$ cat src/hw/rtl/ac_enc_pkg.sv
// ----------------------------------------------------------------------------
// ac_enc_pkg
// shared types, codes, base frame and byte helpers of the frame encoder
// ----------------------------------------------------------------------------
package ac_enc_pkg;

    // command kinds
    localparam logic [2:0] KIND_TEMP    = 3'd0;
    localparam logic [2:0] KIND_FAN     = 3'd1;
    localparam logic [2:0] KIND_BOOST   = 3'd2;
    localparam logic [2:0] KIND_SWING   = 3'd3;
    localparam logic [2:0] KIND_DISPLAY = 3'd4;
    localparam logic [2:0] KIND_HEALTH  = 3'd5;
    localparam logic [2:0] KIND_POWER   = 3'd6;
    localparam logic [2:0] KIND_EMIT    = 3'd7;

    // power modes
    localparam logic [1:0] PWR_ON          = 2'd0;
    localparam logic [1:0] PWR_TURNING_ON  = 2'd1;
    localparam logic [1:0] PWR_TURNING_OFF = 2'd2;

    // fan speeds
    localparam logic [1:0] FAN_SPEED_AUTO = 2'd0;
    localparam logic [1:0] FAN_SPEED_LOW  = 2'd1;
    localparam logic [1:0] FAN_SPEED_MID  = 2'd2;
    localparam logic [1:0] FAN_SPEED_HIGH = 2'd3;

    localparam logic [4:0] TEMP_MIN   = 5'd16;
    localparam logic [4:0] TEMP_MAX   = 5'd31;
    localparam int         FRAME_LEN  = 14;
    localparam logic [3:0] LAST_INDEX = 4'(FRAME_LEN - 1);
    localparam int         QUEUE_DEPTH = 2;

    localparam logic [7:0] FRAME_TEMPLATE [FRAME_LEN] = '{
        8'hC4, 8'hD3, 8'h64, 8'h80, 8'h00, 8'h26, 8'hC0,
        8'hF0, 8'h02, 8'h00, 8'h00, 8'h00, 8'h01, 8'h00
    };

    // settings captured for one frame
    typedef struct packed {
        logic [1:0] power;
        logic [4:0] temp;
        logic [1:0] fan;
        logic       boost;
        logic       swing;
        logic       display;
        logic       health;
    } settings_t;

    // front to queue
    typedef struct packed {
        logic      push;
        settings_t data;
    } push_req_t;

    // queue head to back
    typedef struct packed {
        logic      valid;
        settings_t data;
    } head_t;

    function automatic logic [3:0] rev4(input logic [3:0] v);
        return {v[0], v[1], v[2], v[3]};
    endfunction

    function automatic logic [7:0] rev8(input logic [7:0] v);
        return {v[0], v[1], v[2], v[3], v[4], v[5], v[6], v[7]};
    endfunction

    // frame byte at a position 0..12 with the settings patched in
    function automatic logic [7:0] frame_byte(input settings_t s, input logic [3:0] idx);
        logic [7:0] b;
        logic [3:0] diff;
        logic [2:0] fan_bits;
        b    = FRAME_TEMPLATE[idx];
        diff = 4'(TEMP_MAX - s.temp);
        unique case (s.fan)
            FAN_SPEED_AUTO: fan_bits = 3'b000;
            FAN_SPEED_LOW:  fan_bits = 3'b010;
            FAN_SPEED_MID:  fan_bits = 3'b110;
            FAN_SPEED_HIGH: fan_bits = 3'b101;
            default:        fan_bits = 3'b000;
        endcase
        unique case (idx)
            4'd5:
            begin
                b[1] = !s.display;
                if (!s.boost)
                begin
                    b[5] = (s.power != PWR_TURNING_OFF);
                end
            end
            4'd6:
            begin
                b[3] = s.health;
                b[1] = s.boost;
            end
            4'd7:
            begin
                b[7:4] = rev4(diff);
            end
            4'd8:
            begin
                b[7:5] = fan_bits;
                b[4:2] = {3{s.swing}};
                if (!s.boost)
                begin
                    b[1] = (s.power != PWR_ON);
                end
            end
            default:
            begin
                b = FRAME_TEMPLATE[idx];
            end
        endcase
        return b;
    endfunction

endpackage

$ cat src/hw/rtl/ac_enc_cmd_if.sv
// ----------------------------------------------------------------------------
// ac_enc_cmd_if
// command channel: kind and operand with valid/ready
// ----------------------------------------------------------------------------
interface ac_enc_cmd_if;
    logic       valid;
    logic       ready;
    logic [2:0] kind;
    logic [4:0] value;

    modport source (output valid, output kind, output value, input ready);
    modport sink   (input valid, input kind, input value, output ready);
endinterface

$ cat src/hw/rtl/ac_enc_frame_if.sv
// ----------------------------------------------------------------------------
// ac_enc_frame_if
// frame channel: one encoded byte per word with valid/ready
// ----------------------------------------------------------------------------
interface ac_enc_frame_if;
    logic       valid;
    logic       ready;
    logic [7:0] frame_byte;
    logic [3:0] byte_index;
    logic       last_byte;

    modport source (output valid, output frame_byte, output byte_index, output last_byte,
                    input ready);
    modport sink   (input valid, input frame_byte, input byte_index, input last_byte,
                    output ready);
endinterface

$ cat src/hw/rtl/ac_enc_front.sv
// ----------------------------------------------------------------------------
// ac_enc_front
// takes commands, keeps the settings, queues a snapshot on emit
// ----------------------------------------------------------------------------
module ac_enc_front (
    input  logic                  clk,
    input  logic                  rst_n,
    ac_enc_cmd_if.sink            cmd,
    input  logic                  full,
    output ac_enc_pkg::push_req_t push_req
);

    logic [1:0] power_reg, power_next;
    logic [4:0] temp_reg, temp_next;
    logic [1:0] fan_reg, fan_next;
    logic       boost_reg, boost_next;
    logic       swing_reg, swing_next;
    logic       display_reg, display_next;
    logic       health_reg, health_next;
    logic       accept;
    logic       flag;

    assign cmd.ready = !full;
    assign accept    = cmd.valid && !full;
    assign flag      = (cmd.value != 5'd0);

    always_comb
    begin
        power_next   = power_reg;
        temp_next    = temp_reg;
        fan_next     = fan_reg;
        boost_next   = boost_reg;
        swing_next   = swing_reg;
        display_next = display_reg;
        health_next  = health_reg;
        if (accept)
        begin
            unique case (cmd.kind)
                ac_enc_pkg::KIND_TEMP:
                begin
                    temp_next  = (cmd.value < ac_enc_pkg::TEMP_MIN) ?
                                 ac_enc_pkg::TEMP_MIN : cmd.value;
                    boost_next = 1'b0;
                    power_next = ac_enc_pkg::PWR_ON;
                end
                ac_enc_pkg::KIND_FAN:
                begin
                    fan_next   = (cmd.value > 5'(ac_enc_pkg::FAN_SPEED_HIGH)) ?
                                 ac_enc_pkg::FAN_SPEED_AUTO : cmd.value[1:0];
                    boost_next = 1'b0;
                    power_next = ac_enc_pkg::PWR_ON;
                end
                ac_enc_pkg::KIND_BOOST:
                begin
                    boost_next = flag;
                    if (flag)
                    begin
                        temp_next = ac_enc_pkg::TEMP_MIN;
                        fan_next  = ac_enc_pkg::FAN_SPEED_AUTO;
                    end
                    power_next = ac_enc_pkg::PWR_ON;
                end
                ac_enc_pkg::KIND_SWING:
                begin
                    swing_next = flag;
                    power_next = ac_enc_pkg::PWR_ON;
                end
                ac_enc_pkg::KIND_DISPLAY:
                begin
                    display_next = flag;
                    power_next   = ac_enc_pkg::PWR_ON;
                end
                ac_enc_pkg::KIND_HEALTH:
                begin
                    health_next = flag;
                    power_next  = ac_enc_pkg::PWR_ON;
                end
                ac_enc_pkg::KIND_POWER:
                begin
                    // unknown power codes leave everything alone
                    if (cmd.value <= 5'(ac_enc_pkg::PWR_TURNING_OFF))
                    begin
                        power_next = cmd.value[1:0];
                        if (cmd.value[1:0] != ac_enc_pkg::PWR_ON)
                        begin
                            boost_next = 1'b0;
                        end
                    end
                end
                default:
                begin
                    power_next = power_reg;
                end
            endcase
        end
    end

    always_comb
    begin
        push_req.push         = accept && (cmd.kind == ac_enc_pkg::KIND_EMIT);
        push_req.data.power   = power_reg;
        push_req.data.temp    = temp_reg;
        push_req.data.fan     = fan_reg;
        push_req.data.boost   = boost_reg;
        push_req.data.swing   = swing_reg;
        push_req.data.display = display_reg;
        push_req.data.health  = health_reg;
    end

    always_ff @(posedge clk or negedge rst_n)
    begin
        if (!rst_n)
        begin
            power_reg   <= ac_enc_pkg::PWR_TURNING_OFF;
            temp_reg    <= ac_enc_pkg::TEMP_MIN;
            fan_reg     <= ac_enc_pkg::FAN_SPEED_AUTO;
            boost_reg   <= 1'b0;
            swing_reg   <= 1'b0;
            display_reg <= 1'b0;
            health_reg  <= 1'b0;
        end
        else
        begin
            power_reg   <= power_next;
            temp_reg    <= temp_next;
            fan_reg     <= fan_next;
            boost_reg   <= boost_next;
            swing_reg   <= swing_next;
            display_reg <= display_next;
            health_reg  <= health_next;
        end
    end

endmodule

$ cat src/hw/rtl/ac_enc_queue.sv
// ----------------------------------------------------------------------------
// ac_enc_queue
// small fifo of settings snapshots between front and back
// ----------------------------------------------------------------------------
module ac_enc_queue #(
    parameter int DEPTH = ac_enc_pkg::QUEUE_DEPTH
) (
    input  logic                  clk,
    input  logic                  rst_n,
    input  ac_enc_pkg::push_req_t push_req,
    input  logic                  pop,
    output logic                  full,
    output ac_enc_pkg::head_t     head
);

    localparam int PTR_W = (DEPTH > 1) ? $clog2(DEPTH) : 1;
    localparam int CNT_W = $clog2(DEPTH + 1);
    localparam logic [PTR_W-1:0] PTR_LAST = PTR_W'(DEPTH - 1);
    localparam logic [CNT_W-1:0] CNT_FULL = CNT_W'(DEPTH);

    ac_enc_pkg::settings_t entry_reg [DEPTH];
    logic [PTR_W-1:0] wr_ptr_reg, wr_ptr_next;
    logic [PTR_W-1:0] rd_ptr_reg, rd_ptr_next;
    logic [CNT_W-1:0] count_reg, count_next;
    logic             do_push;
    logic             do_pop;

    assign full       = (count_reg == CNT_FULL);
    assign do_push    = push_req.push && !full;
    assign do_pop     = pop && (count_reg != '0);
    assign head.valid = (count_reg != '0);
    assign head.data  = entry_reg[rd_ptr_reg];

    always_comb
    begin
        wr_ptr_next = wr_ptr_reg;
        rd_ptr_next = rd_ptr_reg;
        count_next  = count_reg;
        if (do_push)
        begin
            wr_ptr_next = (wr_ptr_reg == PTR_LAST) ? '0 : wr_ptr_reg + 1'b1;
        end
        if (do_pop)
        begin
            rd_ptr_next = (rd_ptr_reg == PTR_LAST) ? '0 : rd_ptr_reg + 1'b1;
        end
        if (do_push && !do_pop)
        begin
            count_next = count_reg + 1'b1;
        end
        else if (do_pop && !do_push)
        begin
            count_next = count_reg - 1'b1;
        end
    end

    always_ff @(posedge clk or negedge rst_n)
    begin
        if (!rst_n)
        begin
            wr_ptr_reg <= '0;
            rd_ptr_reg <= '0;
            count_reg  <= '0;
        end
        else
        begin
            wr_ptr_reg <= wr_ptr_next;
            rd_ptr_reg <= rd_ptr_next;
            count_reg  <= count_next;
        end
    end

    always_ff @(posedge clk)
    begin
        if (do_push)
        begin
            entry_reg[wr_ptr_reg] <= push_req.data;
        end
    end

endmodule

$ cat src/hw/rtl/ac_enc_back.sv
// ----------------------------------------------------------------------------
// ac_enc_back
// serializes one snapshot into fourteen frame bytes with running checksum
// ----------------------------------------------------------------------------
module ac_enc_back (
    input  logic              clk,
    input  logic              rst_n,
    input  ac_enc_pkg::head_t head,
    output logic              pop,
    ac_enc_frame_if.source    frame
);

    logic [3:0] idx_reg, idx_next;
    logic [7:0] sum_reg, sum_next;
    logic       out_valid_reg, out_valid_next;
    logic [7:0] out_byte_reg, out_byte_next;
    logic [3:0] out_idx_reg, out_idx_next;
    logic       out_last_reg, out_last_next;
    logic       advance;
    logic       at_last;
    logic [7:0] body_byte;

    assign advance   = !out_valid_reg || frame.ready;
    assign at_last   = (idx_reg == ac_enc_pkg::LAST_INDEX);
    assign body_byte = ac_enc_pkg::frame_byte(head.data, idx_reg);
    assign pop       = advance && head.valid && at_last;

    always_comb
    begin
        idx_next       = idx_reg;
        sum_next       = sum_reg;
        out_valid_next = out_valid_reg;
        out_byte_next  = out_byte_reg;
        out_idx_next   = out_idx_reg;
        out_last_next  = out_last_reg;
        if (advance)
        begin
            out_valid_next = head.valid;
            if (head.valid)
            begin
                out_idx_next = idx_reg;
                if (at_last)
                begin
                    // checksum word closes the frame
                    out_byte_next = ac_enc_pkg::rev8(sum_reg);
                    out_last_next = 1'b1;
                    idx_next      = '0;
                    sum_next      = '0;
                end
                else
                begin
                    out_byte_next = body_byte;
                    out_last_next = 1'b0;
                    idx_next      = idx_reg + 1'b1;
                    sum_next      = sum_reg + ac_enc_pkg::rev8(body_byte);
                end
            end
        end
    end

    always_ff @(posedge clk or negedge rst_n)
    begin
        if (!rst_n)
        begin
            idx_reg       <= '0;
            sum_reg       <= '0;
            out_valid_reg <= 1'b0;
        end
        else
        begin
            idx_reg       <= idx_next;
            sum_reg       <= sum_next;
            out_valid_reg <= out_valid_next;
        end
    end

    always_ff @(posedge clk)
    begin
        out_byte_reg <= out_byte_next;
        out_idx_reg  <= out_idx_next;
        out_last_reg <= out_last_next;
    end

    assign frame.valid      = out_valid_reg;
    assign frame.frame_byte = out_byte_reg;
    assign frame.byte_index = out_idx_reg;
    assign frame.last_byte  = out_last_reg;

endmodule

$ cat src/hw/rtl/ac_remote_frame_encoder.sv
// ----------------------------------------------------------------------------
// ac_remote_frame_encoder
// air conditioner settings store and 14-byte remote frame encoder
// ----------------------------------------------------------------------------
// Set commands (temperature, fan, boost, swing, display, health, power) are
// taken one per cycle unless the queue is full and update the stored settings
// at once; they produce no word on the frame channel. An emit command takes a
// snapshot of the settings into a short queue (QUEUE_DEPTH entries) and the
// serializer behind it sends the frame as fourteen words, bytes 0 to 12 and
// then the checksum, one word per cycle while the sink keeps ready high, so
// back-to-back emits stream without gaps. The serializer, one byte per cycle,
// sets the frame rate; commands stall only while the snapshot queue is full.
// Nothing needs clearing after reset: the block is ready in the first cycle.
// ----------------------------------------------------------------------------
module ac_remote_frame_encoder #(
    parameter int QUEUE_DEPTH = ac_enc_pkg::QUEUE_DEPTH
) (
    input  logic           clk,
    input  logic           rst_n,
    ac_enc_cmd_if.sink     cmd,
    ac_enc_frame_if.source frame
);

    // snapshot handoff between command side and serializer
    ac_enc_pkg::push_req_t push_req;
    ac_enc_pkg::head_t     head;
    logic                  full;
    logic                  pop;

    // front: decodes commands, owns the settings registers
    ac_enc_front u_front (
        .clk      (clk),
        .rst_n    (rst_n),
        .cmd      (cmd),
        .full     (full),
        .push_req (push_req)
    );

    // queue: decouples command intake from frame output stalls
    ac_enc_queue #(
        .DEPTH (QUEUE_DEPTH)
    ) u_queue (
        .clk      (clk),
        .rst_n    (rst_n),
        .push_req (push_req),
        .pop      (pop),
        .full     (full),
        .head     (head)
    );

    // back: patches the base frame, accumulates checksum, registers output word
    ac_enc_back u_back (
        .clk   (clk),
        .rst_n (rst_n),
        .head  (head),
        .pop   (pop),
        .frame (frame)
    );

endmodule

$ cat src/flat_wrapper.sv
// flat-port wrapper written by rule: the top's interface ports become plain ports
module ac_remote_frame_encoder_flat 
#(
    parameter int QUEUE_DEPTH = ac_enc_pkg::QUEUE_DEPTH
)
  (clk, rst_n, cmd_valid, cmd_kind, cmd_value, cmd_ready, frame_valid, frame_frame_byte, frame_byte_index, frame_last_byte, frame_ready);
  ac_enc_cmd_if cmd_i ();
  ac_enc_frame_if frame_i ();
  input  logic clk;
  input  logic rst_n;
  input wire logic [$bits(cmd_i.valid)-1:0] cmd_valid;
  input wire logic [$bits(cmd_i.kind)-1:0] cmd_kind;
  input wire logic [$bits(cmd_i.value)-1:0] cmd_value;
  output wire logic [$bits(cmd_i.ready)-1:0] cmd_ready;
  output wire logic [$bits(frame_i.valid)-1:0] frame_valid;
  output wire logic [$bits(frame_i.frame_byte)-1:0] frame_frame_byte;
  output wire logic [$bits(frame_i.byte_index)-1:0] frame_byte_index;
  output wire logic [$bits(frame_i.last_byte)-1:0] frame_last_byte;
  input wire logic [$bits(frame_i.ready)-1:0] frame_ready;
  assign cmd_i.valid = cmd_valid;
  assign cmd_i.kind = cmd_kind;
  assign cmd_i.value = cmd_value;
  assign cmd_ready = cmd_i.ready;
  assign frame_valid = frame_i.valid;
  assign frame_frame_byte = frame_i.frame_byte;
  assign frame_byte_index = frame_i.byte_index;
  assign frame_last_byte = frame_i.last_byte;
  assign frame_i.ready = frame_ready;
  ac_remote_frame_encoder #(.QUEUE_DEPTH(QUEUE_DEPTH)) u_core (.clk(clk), .rst_n(rst_n), .cmd(cmd_i), .frame(frame_i));
endmodule
$ cat config.mk
export PLATFORM = sky130hd
export DESIGN_NAME = ac_remote_frame_encoder_flat
export DESIGN_NICKNAME = d
export VERILOG_FILES = /design/src/hw/rtl/ac_enc_pkg.sv /design/src/hw/rtl/ac_enc_cmd_if.sv /design/src/hw/rtl/ac_enc_frame_if.sv /design/src/hw/rtl/ac_enc_front.sv /design/src/hw/rtl/ac_enc_queue.sv /design/src/hw/rtl/ac_enc_back.sv /design/src/hw/rtl/ac_remote_frame_encoder.sv /design/src/flat_wrapper.sv
export SDC_FILE = /design/constraint.sdc
export NUM_CORES = 1
export LEC_CHECK = 0
export ABC_AREA = 1
export BUFFER_PORTS_ARGS = -buffer_cell sky130_fd_sc_hd__buf_2
export CORE_ASPECT_RATIO = 1.25
export CORE_MARGIN = 3
export CORE_UTILIZATION = 45
export DETAILED_ROUTE_END_ITERATION = 7
export REMOVE_ABC_BUFFERS = 1
export SYNTH_ARGS = -nofsm -noshare
export SYNTH_HDL_FRONTEND = slang
export SYNTH_HIERARCHICAL = 1
export SYNTH_SLANG_ARGS = --single-unit
export TNS_END_PERCENT = 5
$ cat constraint.sdc
create_clock -name clk -period 3 [get_ports clk]
set_clock_uncertainty 0.2 [all_clocks]
set_input_delay 0.6 -clock clk [delete_from_list [all_inputs] [get_ports clk]]
set_output_delay 0.6 -clock clk [all_outputs]
set_load 0.03 [all_outputs]
# --- Word level (Yosys, flattened, before mapping) ---
# Memory sizes are Yosys's and may differ from the RTL's.
# Cells that the tools add are included.
word_totals:
  romBits: 128
  n_memories: 2
  mem_bits_rw: 26
  output_inout_bits: 15
  elab_cells: 117
  in_bits: 12
  register_bits: 43
memory_table:
  columns: ["name", "depth", "word_bits", "read_ports", "rd_ports_with_merged_regs", "write_ports", "line_no", "text"]
  rows:
  - ["(name not given)", 16, 8, 1, 0, 0, "ac_enc_pkg.sv:113", "b = FRAME_TEMPLATE[idx];"]
  - ["u_core.u_queue.entry_reg", 2, 13, 1, 0, 1, "ac_enc_queue.sv:21", "ac_enc_pkg::settings_t entry_reg [DEPTH];"]
classes:
  bitwise: 1
  reduce_logical: 35
  addsub: 7
  mux: 32
  magnitude_cmp: 4
  n_eq_ne: 20
ops:
  columns: ["operator", "n"]
  rows:
  - ["$mux W8", 4]
  - ["$reduce_bool A2 Y1", 7]
  - ["$eq A3 B3 Y1 const B", 4]
  - ["$eq A4 B3 Y1 const B", 3]
  - ["$pmux W2 S2", 3]
  - ["$pmux W3 S4", 1]
  - ["$mux W1", 10]
  - ["$mux W2", 5]
  - ["$mux W5", 2]
  - ["$pmux W5 S2", 1]
  - ["$pmux W1 S3", 3]
  - ["$reduce_and A3 Y1", 3]
  - ["$add A8 B8 Y8", 1]
  - ["$eq A4 B4 Y1 const B", 2]
  - ["$logic_and A1 B1 Y1", 8]
  - ["$ne A2 B2 Y1 const B", 4]
  - ["$reduce_and A2 Y1", 4]
  - ["$eq A2 B2 Y1 const B", 3]
  - ["$eq A3 B2 Y1 const B", 2]
  - ["$reduce_or A6 Y1", 1]
  - ["$ge A5 B5 Y1 const B", 1]
  - ["$gt A5 B2 Y1 const B", 1]
  - ["$le A5 B2 Y1 const B", 1]
  - ["$logic_not A1 Y1", 5]
  - ["other kinds (18)", 20]

# --- Logic depth before layout (Yosys ltp) ---
# Gate-level depths: netlist (run 1).
logic_depth:
  depth_word: 9
  depth_mapped: 20
  ltp_nobuf: 19

# --- By module ---
# Netlist (run 1), hierarchy kept.
modules_own_cells:
  columns: ["mod", "area_per_inst_um2", "cells_each", "n_inst"]
  rows:
  - ["ac_enc_back", 1672.9, 214, 1]
  - ["ac_enc_queue", 1186.1, 99, 1]
  - ["ac_enc_front", 804.5, 115, 1]

# --- Least setup slack after synthesis (run 1) ---
# No wires, ideal clock.
synth_path:
  kind: "flip-flop to flip-flop"
  startpoint: "register u_core.u_queue.rd_ptr_reg"
  endpoint: "register u_core.u_back.sum_reg[6]"
  setup_ps: 117
  t_arrival_ps: 2158
  stages_incl_launch_ff: 18
  path_buffers: 1
  setup_slack_ps: 525
  period_less_slack_ps: 2475
  required_time_ps: 2683
  path_cell_list: "dfrtp_1 -> inv_2 -> buf_6 -> nand2_1 -> nand2_1 -> inv_1 -> ha_1 -> o21ai_2 -> inv_2 -> nand2_4 -> inv_2 -> fa_1 -> inv_1 -> nand4_1 -> nand3_1 -> nand2_1 -> nand3_1 -> nand2_1"
synth_rtl:
  columns: ["item", "line_no", "text"]
  rows:
  - ["start: declaration", "ac_enc_queue.sv:23", "logic [PTR_W-1:0] rd_ptr_reg, rd_ptr_next;"]
  - ["start signal: assignment", "ac_enc_queue.sv:68", "rd_ptr_reg <= rd_ptr_next;"]
  - ["end signal: assignment", "ac_enc_back.sv:72", "sum_reg <= sum_next;"]
  - ["end: declaration", "ac_enc_back.sv:14", "logic [7:0] sum_reg, sum_next;"]

==> run metrics, run 1 <==
Rows 35; YS warnings 6; sum of negative setup slack 0 ns; commonest cells after routing, fill and taps aside 146 x nand2_1, 50 x inv_1, 37 x edfxtp_1; clk root buf clkbuf_8; ANT cells 0; crit-path max FO 14; share of cells above drive strength 1 0.168; largest net degree at the start of global routing 30; GRT Residual Overflow 0; clock-pin slew on the worst setup and hold paths about 0.080 ns; Final Instance Area around 4000 um2; Layout area overhead 12.2%; Post-Syn Area roughly 3600 um2; DRT Pass-1 Iters 6; clk_lat worst skew 0.34 ns; Setup CP Type flop to flop; commonest non-fill, non-tap cell in the layout nand2_1; Worst Path Arrival 2.73 ns; GRT Overall Usage 0.178; Max IR drop VDD around 0.56 mV; CP Launch Type flop; number of post-CTS setup repair buffers 0; dpl cell area 3770 um2; Worst slew margin 0.510; Port Buffers 26; P per Cell Area about 1100 nW/um2; first-pass GRT wire length ~13 mm; clk sink count 66; max reg flops 24; Routed Antenna Nets 0; Post-CTS Hold Buffers 0; Worst Reg-to-Reg Cells 16; RePlAce Congestion between 0.8 and 0.9; Die Wd about 86 um; worst setup margin around 0.3 ns; Max Buffers Root-to-Sink 2; status finished, final reports clean; net total in the final layout roughly 480; Detail Placement HPWL 5.62 mm; H-tree levels 3; final hold violations 0; core footprint about 7500 um2; Max Cap Violations 0; syn_area_per_cell approximately 8.5 um2; worst slew pin tran between 0.7 and 0.8 ns; Required @ worst endpoint between 3 and 4 ns; internal reg-to-reg setup slack just over 0.3 ns; fin crit period around 2.7 ns; Static Leak about 2 nW; pins over their slew limit 0; total die area about 9100 um2; # setup viols final 0; violation count after the first detailed-route iteration 73; pre-CTS setup slack 0.235 ns; Top Ports 27; CP endpoint kind flop; detailed-route vias per instance 5.00; Worst Hold Class input pin to asynchronous set/reset pin; fmax roughly 370 MHz; starting density of the core 0.475; Die H around 110 um; vias between 2000 and 3000; routed wire length 7.33 mm; Synth Instances 421; RSZ-0062 raised after global routing false; CTS Buf Count 9; Reg2Reg Capture Point u_core/u_back/sum_reg[6]; CTS tree done; WL/cell roughly 13 um; initial antenna violation count 0; vias in the first global route approximately 2700; Tcrit/Tclk final 0.899; CTS resizes 0; reg2reg start u_core/u_queue/rd_ptr_reg; drt drc 0
## worst max-delay path by stage
stage	end	start	slack, ns	depth (start not counted)
finish	u_core/u_back/sum_reg[6]	u_core/u_queue/rd_ptr_reg	0.30	16
global route	u_core/u_back/sum_reg[6]	u_core/u_queue/rd_ptr_reg	0.1	16
CTS	u_core/u_back/sum_reg[6]	u_core/u_queue/rd_ptr_reg	0.22	16
detailed placement	u_core/u_back/sum_reg[6]	u_core/u_queue/rd_ptr_reg	0.24	16
global placement	u_core/u_back/sum_reg[6]	u_core/u_queue/rd_ptr_reg	0.32	16
floorplan	u_core/u_back/sum_reg[6]	u_core/u_queue/rd_ptr_reg	0.47	16
## critical path: stages, from the launching register on
cell and delay (ns):
dfrtp_2 0.49, inv_2 0.20, nand2_1 0.08, nand2_1 0.08
inv_1 0.05, ha_1 0.30, o21ai_2 0.16, inv_2 0.07
nand2_4 0.06, inv_2 0.04, fa_1 0.44, inv_1 0.08
nand4_1 0.11, nand3_1 0.09, nand2_1 0.05, nand3_1 0.06
nand2_1 0.05
## per-layer routing
layer / global-route usage / wire, um
met5: 0 / 0
met3: 0.0367 / 211
met1: 0.183 / 2860
met4: 0.0701 / 172
met2: 0.343 / 4090
## power by group
group | switching, W | total [W] | internal [W]
Sequential | 0.000200 | 0.00150 | 0.00130
Clock | 0.000343 | 0.000898 | 0.000555
Combinational | 0.00124 | 0.00184 | 0.000607
## metrics by stage
step                cells   util  hold slack (ns)  total power (W)
CTS                   549  0.533            0.140          0.00429
global route          549  0.533            0.167          0.00461
detailed placement    533  0.501            0.263          0.00338
floorplan             412      -            0.104          0.00287
global placement      533  0.501            0.251          0.00332
finish                549  0.533            0.118          0.00424
## layout make-up
class,instances,area (um2)
multi-input combinational,286,1440
tap,92,115
timing repair buffer,29,153
fill,745,3520
inverter,60,225
sequential,66,1840
clock buffer,10,128
clock inverter,6,115
Note: power is estimated with default switching activity, not from simulation.
==> inputs of run 2 (changes only) <==
- CORE_ASPECT_RATIO: 1.25 -> default
- CORE_MARGIN: 3 -> default
- clock period: 3 -> 3.31 ns (I/O delays scaled with it)
==> run metrics, run 2 (synthesized netlist as in run 1, its figures left out) <==
status finished, final reports clean; Worst Path Arrival between 2 and 3 ns; Core Util, Final 0.521; Worst slew margin 0.534; Die H slightly above 90 um; CTS resizes 0; max reg flops 24; fin crit period approximately 2.8 ns; Required @ worst endpoint about 3.4 ns; Die Wd approximately 91 um; Detail Placement HPWL approximately 5.2 mm; pins over their slew limit 0; clk root buf clkbuf_8; worst slew pin tran 0.699 ns; Setup CP Type flop to flop; vias in the first global route ~2600; violation count after the first detailed-route iteration slightly above 90; Tcrit/Tclk final 0.836; core footprint 7730 um2; Filler cells approximately 750; CP endpoint kind flop; H-tree levels 3; Worst Hold Class input pin to asynchronous set/reset pin; Static Leak between 1.5 and 2 nW; starting density of the core 0.463; Worst Reg-to-Reg Cells 16; Max Cap Violations 0; clk sink count 66; P per Cell Area 951 nW/um2; routed wire length ~6.9 mm; GRT Overall Usage 0.190; Routed Antenna Nets 0; GRT Residual Overflow 0; share of cells above drive strength 1 0.166; total die area 8320 um2; number of post-CTS setup repair buffers 0; Max Buffers Root-to-Sink 2; DRT Pass-1 Iters 4; detailed-route vias per instance 4.90; clock-pin slew on the worst setup and hold paths approximately 0.080 ns; CP Launch Type flop; commonest non-fill, non-tap cell in the layout nand2_1; crit-path max FO 14; sum of negative setup slack 0 ns; Top Ports 27; clk_lat worst skew roughly 0.35 ns; first-pass GRT wire length 12.1 mm; CTS tree done; commonest cells after routing, fill and taps aside 146 x nand2_1, 50 x inv_1, 37 x edfxtp_1; initial antenna violation count 0; final hold violations 0; net total in the final layout roughly 480; RePlAce Congestion 0.857; Post-CTS Hold Buffers 0; largest net degree at the start of global routing 30; WL/cell 12.3 um; drt drc 0; Port Buffers 26; RSZ-0062 raised after global routing false; Max IR drop VDD approximately 0.30 mV; vias about 2700; Rows 32; ANT cells 0; fmax about 360 MHz; Layout area overhead 12.4%; CTS Buf Count 9; # setup viols final 0
run 2: final cells by class:
type | count | area, um2 | share of cell area
clock buffers | 10 | 128 | 0.0317
flip-flops and latches | 66 | 1840 | 0.456
clock inverters | 6 | 114 | 0.0283
multi-input cells | 286 | 1440 | 0.358
repair buffers | 29 | 153 | 0.0379
well taps | 102 | 128 | 0.0317
inverters | 60 | 225 | 0.0559
run 2: worst paths after layout:
check	start	endpoint	slack, ns
hold reg to reg	u_core/u_front/health_reg	u_core/u_queue/entry_reg[0][0]	0.27
min in group clk	u_core/u_front/health_reg	u_core/u_queue/entry_reg[0][0]	0.27
hold / removal	rst_n	u_core/u_back/sum_reg[5]	0.16
max in group asynchronous	rst_n	u_core/u_front/fan_reg[1]	2.29
setup / recovery	u_core/u_queue/rd_ptr_reg	u_core/u_back/sum_reg[6]	0.54
setup reg to reg	u_core/u_queue/rd_ptr_reg	u_core/u_back/sum_reg[6]	0.54
run 2: through the flow:
stage                     cell area, um2  std cells  worst slack (ns)  hold slack [ns]  total power (W)
after detailed placement            3780        543             0.564            0.266          0.00304
after CTS                           4030        559             0.545            0.194          0.00386
after global routing                4030        559             0.265            0.226          0.00414
after floorplan                     3500        412             0.777            0.166          0.00260
final                               4030        559             0.541            0.156          0.00383
after global placement              3780        543             0.637            0.251          0.00299
run 2: power by group:
group | total (W) | switching [W] | internal, W
sequential | 0.00136 | 0.000179 | 0.00118
clock | 0.000817 | 0.000314 | 0.000503
combinational | 0.00166 | 0.00111 | 0.000547
run 2: metal layers:
| metal | track usage | up-vias | part of all wire |
|---|---|---|---|
| met4 | 0.0966 | 0 | 0.025 |
| li1 | - | 1418 | - |
| met3 | 0.0402 | 16 | 0.038 |
| met5 | 0 | - | 0 |
| met1 | 0.213 | 1236 | 0.43 |
| met2 | 0.338 | 70 | 0.51 |
run 2: worst max-delay path: stages, from the launching register on:
cell and delay [ns]:
dfrtp_1 0.53, inv_2 0.24, nand2_1 0.07, nand2_1 0.09, inv_1 0.05, ha_1 0.30, o21ai_2 0.14, inv_2 0.06
nand2_4 0.06, inv_2 0.04, fa_1 0.45, inv_1 0.07, nand4_1 0.11, nand3_1 0.09, nand2_1 0.05, nand3_1 0.06
nand2_1 0.05
==> inputs of run 3 (changes only) <==
- clock period: 3.31 -> 2.8 ns (I/O delays scaled with it)
==> run metrics, run 3 (synthesized netlist as in run 1, its figures left out) <==
RePlAce Congestion approximately 0.87; internal reg-to-reg setup slack 0.18 ns; initial antenna violation count 0; Max IR drop VDD approximately 0.32 mV; Required @ worst endpoint 2.84 ns; GRT Residual Overflow 0; CTS tree done; FF/Latch Area roughly 1800 um2; CP endpoint kind flop; CTS resizes 0; ANT cells 0; core footprint between 7000 and 8000 um2; sum of negative setup slack 0 ns; Detail Placement HPWL between 5 and 6 mm; GRT Overall Usage 0.188; number of post-CTS setup repair buffers 0; clock-pin slew on the worst setup and hold paths 0.07 ns; Worst Path Arrival roughly 2.7 ns; WL/cell 12.2 um; Die Wd ~91 um; reg2reg start u_core/u_queue/rd_ptr_reg; final hold violations 0; share of cells above drive strength 1 0.170; dpl cell area approximately 3800 um2; vias in the first global route around 2700; starting density of the core 0.463; commonest non-fill, non-tap cell in the layout nand2_1; Tcrit/Tclk final 0.937; Port Buffers 26; total die area just over 8000 um2; clk root buf clkbuf_8; status finished, final reports clean; pins over their slew limit 0; fmax around 380 MHz; Setup CP Type flop to flop; Filler cells around 750; CTS Buf Count 9; Layout area overhead 11.5%; worst setup margin 0.177 ns; area of the multi-input gates between 1000 and 1500 um2; DRT Pass-1 Iters 4; RSZ-0062 raised after global routing false; Final Instance Area 3990 um2; net total in the final layout 476; commonest cells after routing, fill and taps aside 146 x nand2_1, 50 x inv_1, 37 x edfxtp_1; worst setup path startpoint u_core/u_queue/rd_ptr_reg; pre-CTS setup slack between 0.1 and 0.15 ns; max reg flops 24; Post-CTS Hold Buffers 0; crit-path max FO 13; fin crit period between 2 and 3 ns; Worst Hold Class input pin to asynchronous set/reset pin; clk_lat worst skew 0.35 ns; Max Buffers Root-to-Sink 2; largest net degree at the start of global routing 30; violation count after the first detailed-route iteration 86; worst slew pin tran 0.681 ns; Rows 32; P per Cell Area around 1100 nW/um2; CP Launch Type flop; clk sink count 66; Static Leak a little under 2 nW; routed wire length about 7 mm; Core Util, Final 0.517; detailed-route vias per instance ~4.9; drt drc 0; Worst slew margin 0.546; # setup viols final 0; Die H a little over 90 um; vias approximately 2800; first-pass GRT wire length around 12 mm; H-tree levels 3; Max Cap Violations 0; Top Ports 27; Routed Antenna Nets 0
-- run 3: final timing paths --
check                                                  to  cells past startpoint
setup / recovery                 u_core/u_back/sum_reg[6]                     16
hold / removal                u_core/u_queue/count_reg[1]                      1
setup reg to reg                 u_core/u_back/sum_reg[6]                     16
hold reg to reg            u_core/u_queue/entry_reg[0][3]                      0
max in group asynchronous       u_core/u_queue/rd_ptr_reg                      1
min in group clk           u_core/u_queue/entry_reg[0][3]                      0
-- run 3: through the flow --
step	std cells	power, W	hold WS [ns]
floorplan	412	0.00307	0.0644
global placement	544	0.00355	0.252
detailed placement	544	0.00360	0.267
CTS	560	0.00440	0.0693
global route	560	0.00474	0.116
finish	560	0.00436	0.0517
-- run 3: power by group --
group	switching [W]	total [W]	leakage (nW)	internal (W)
combinational	0.00132	0.00198	1.17	0.000655
sequential	0.000206	0.00160	0.706	0.00139
clock	0.000351	0.000783	0.0953	0.000432
total	0.00188	0.00436	1.97	0.00248
-- run 3: metal layers --
metal | global-route usage | part of all wire | up-vias
met5 | 0 | 0 | -
met4 | 0.101 | 0.021 | 0
met3 | 0.0276 | 0.026 | 11
met2 | 0.336 | 0.52 | 53
met1 | 0.217 | 0.43 | 1274
li1 | - | - | 1417
-- run 3: critical path, stage by stage, from the launching register on --
cell and delay (ns):
dfrtp_2 0.47, inv_4 0.14, nand2_1 0.06, nand2_1 0.08, inv_1 0.05, ha_1 0.29, o21ai_2 0.15, inv_2 0.07
nand2_4 0.06, inv_2 0.04, fa_1 0.44, inv_1 0.08, nand4_1 0.12, nand3_1 0.10, nand2_1 0.05, nand3_1 0.07
nand2_1 0.05
-- run 3: area by class of cell --
cell class / count / area share
multi-input combinational: 286 / 0.361
clock inverter: 5 / 0.0138
sequential: 66 / 0.461
tap: 102 / 0.0320
clock buffer: 11 / 0.0354
timing repair buffer: 30 / 0.0401
inverter: 60 / 0.0570
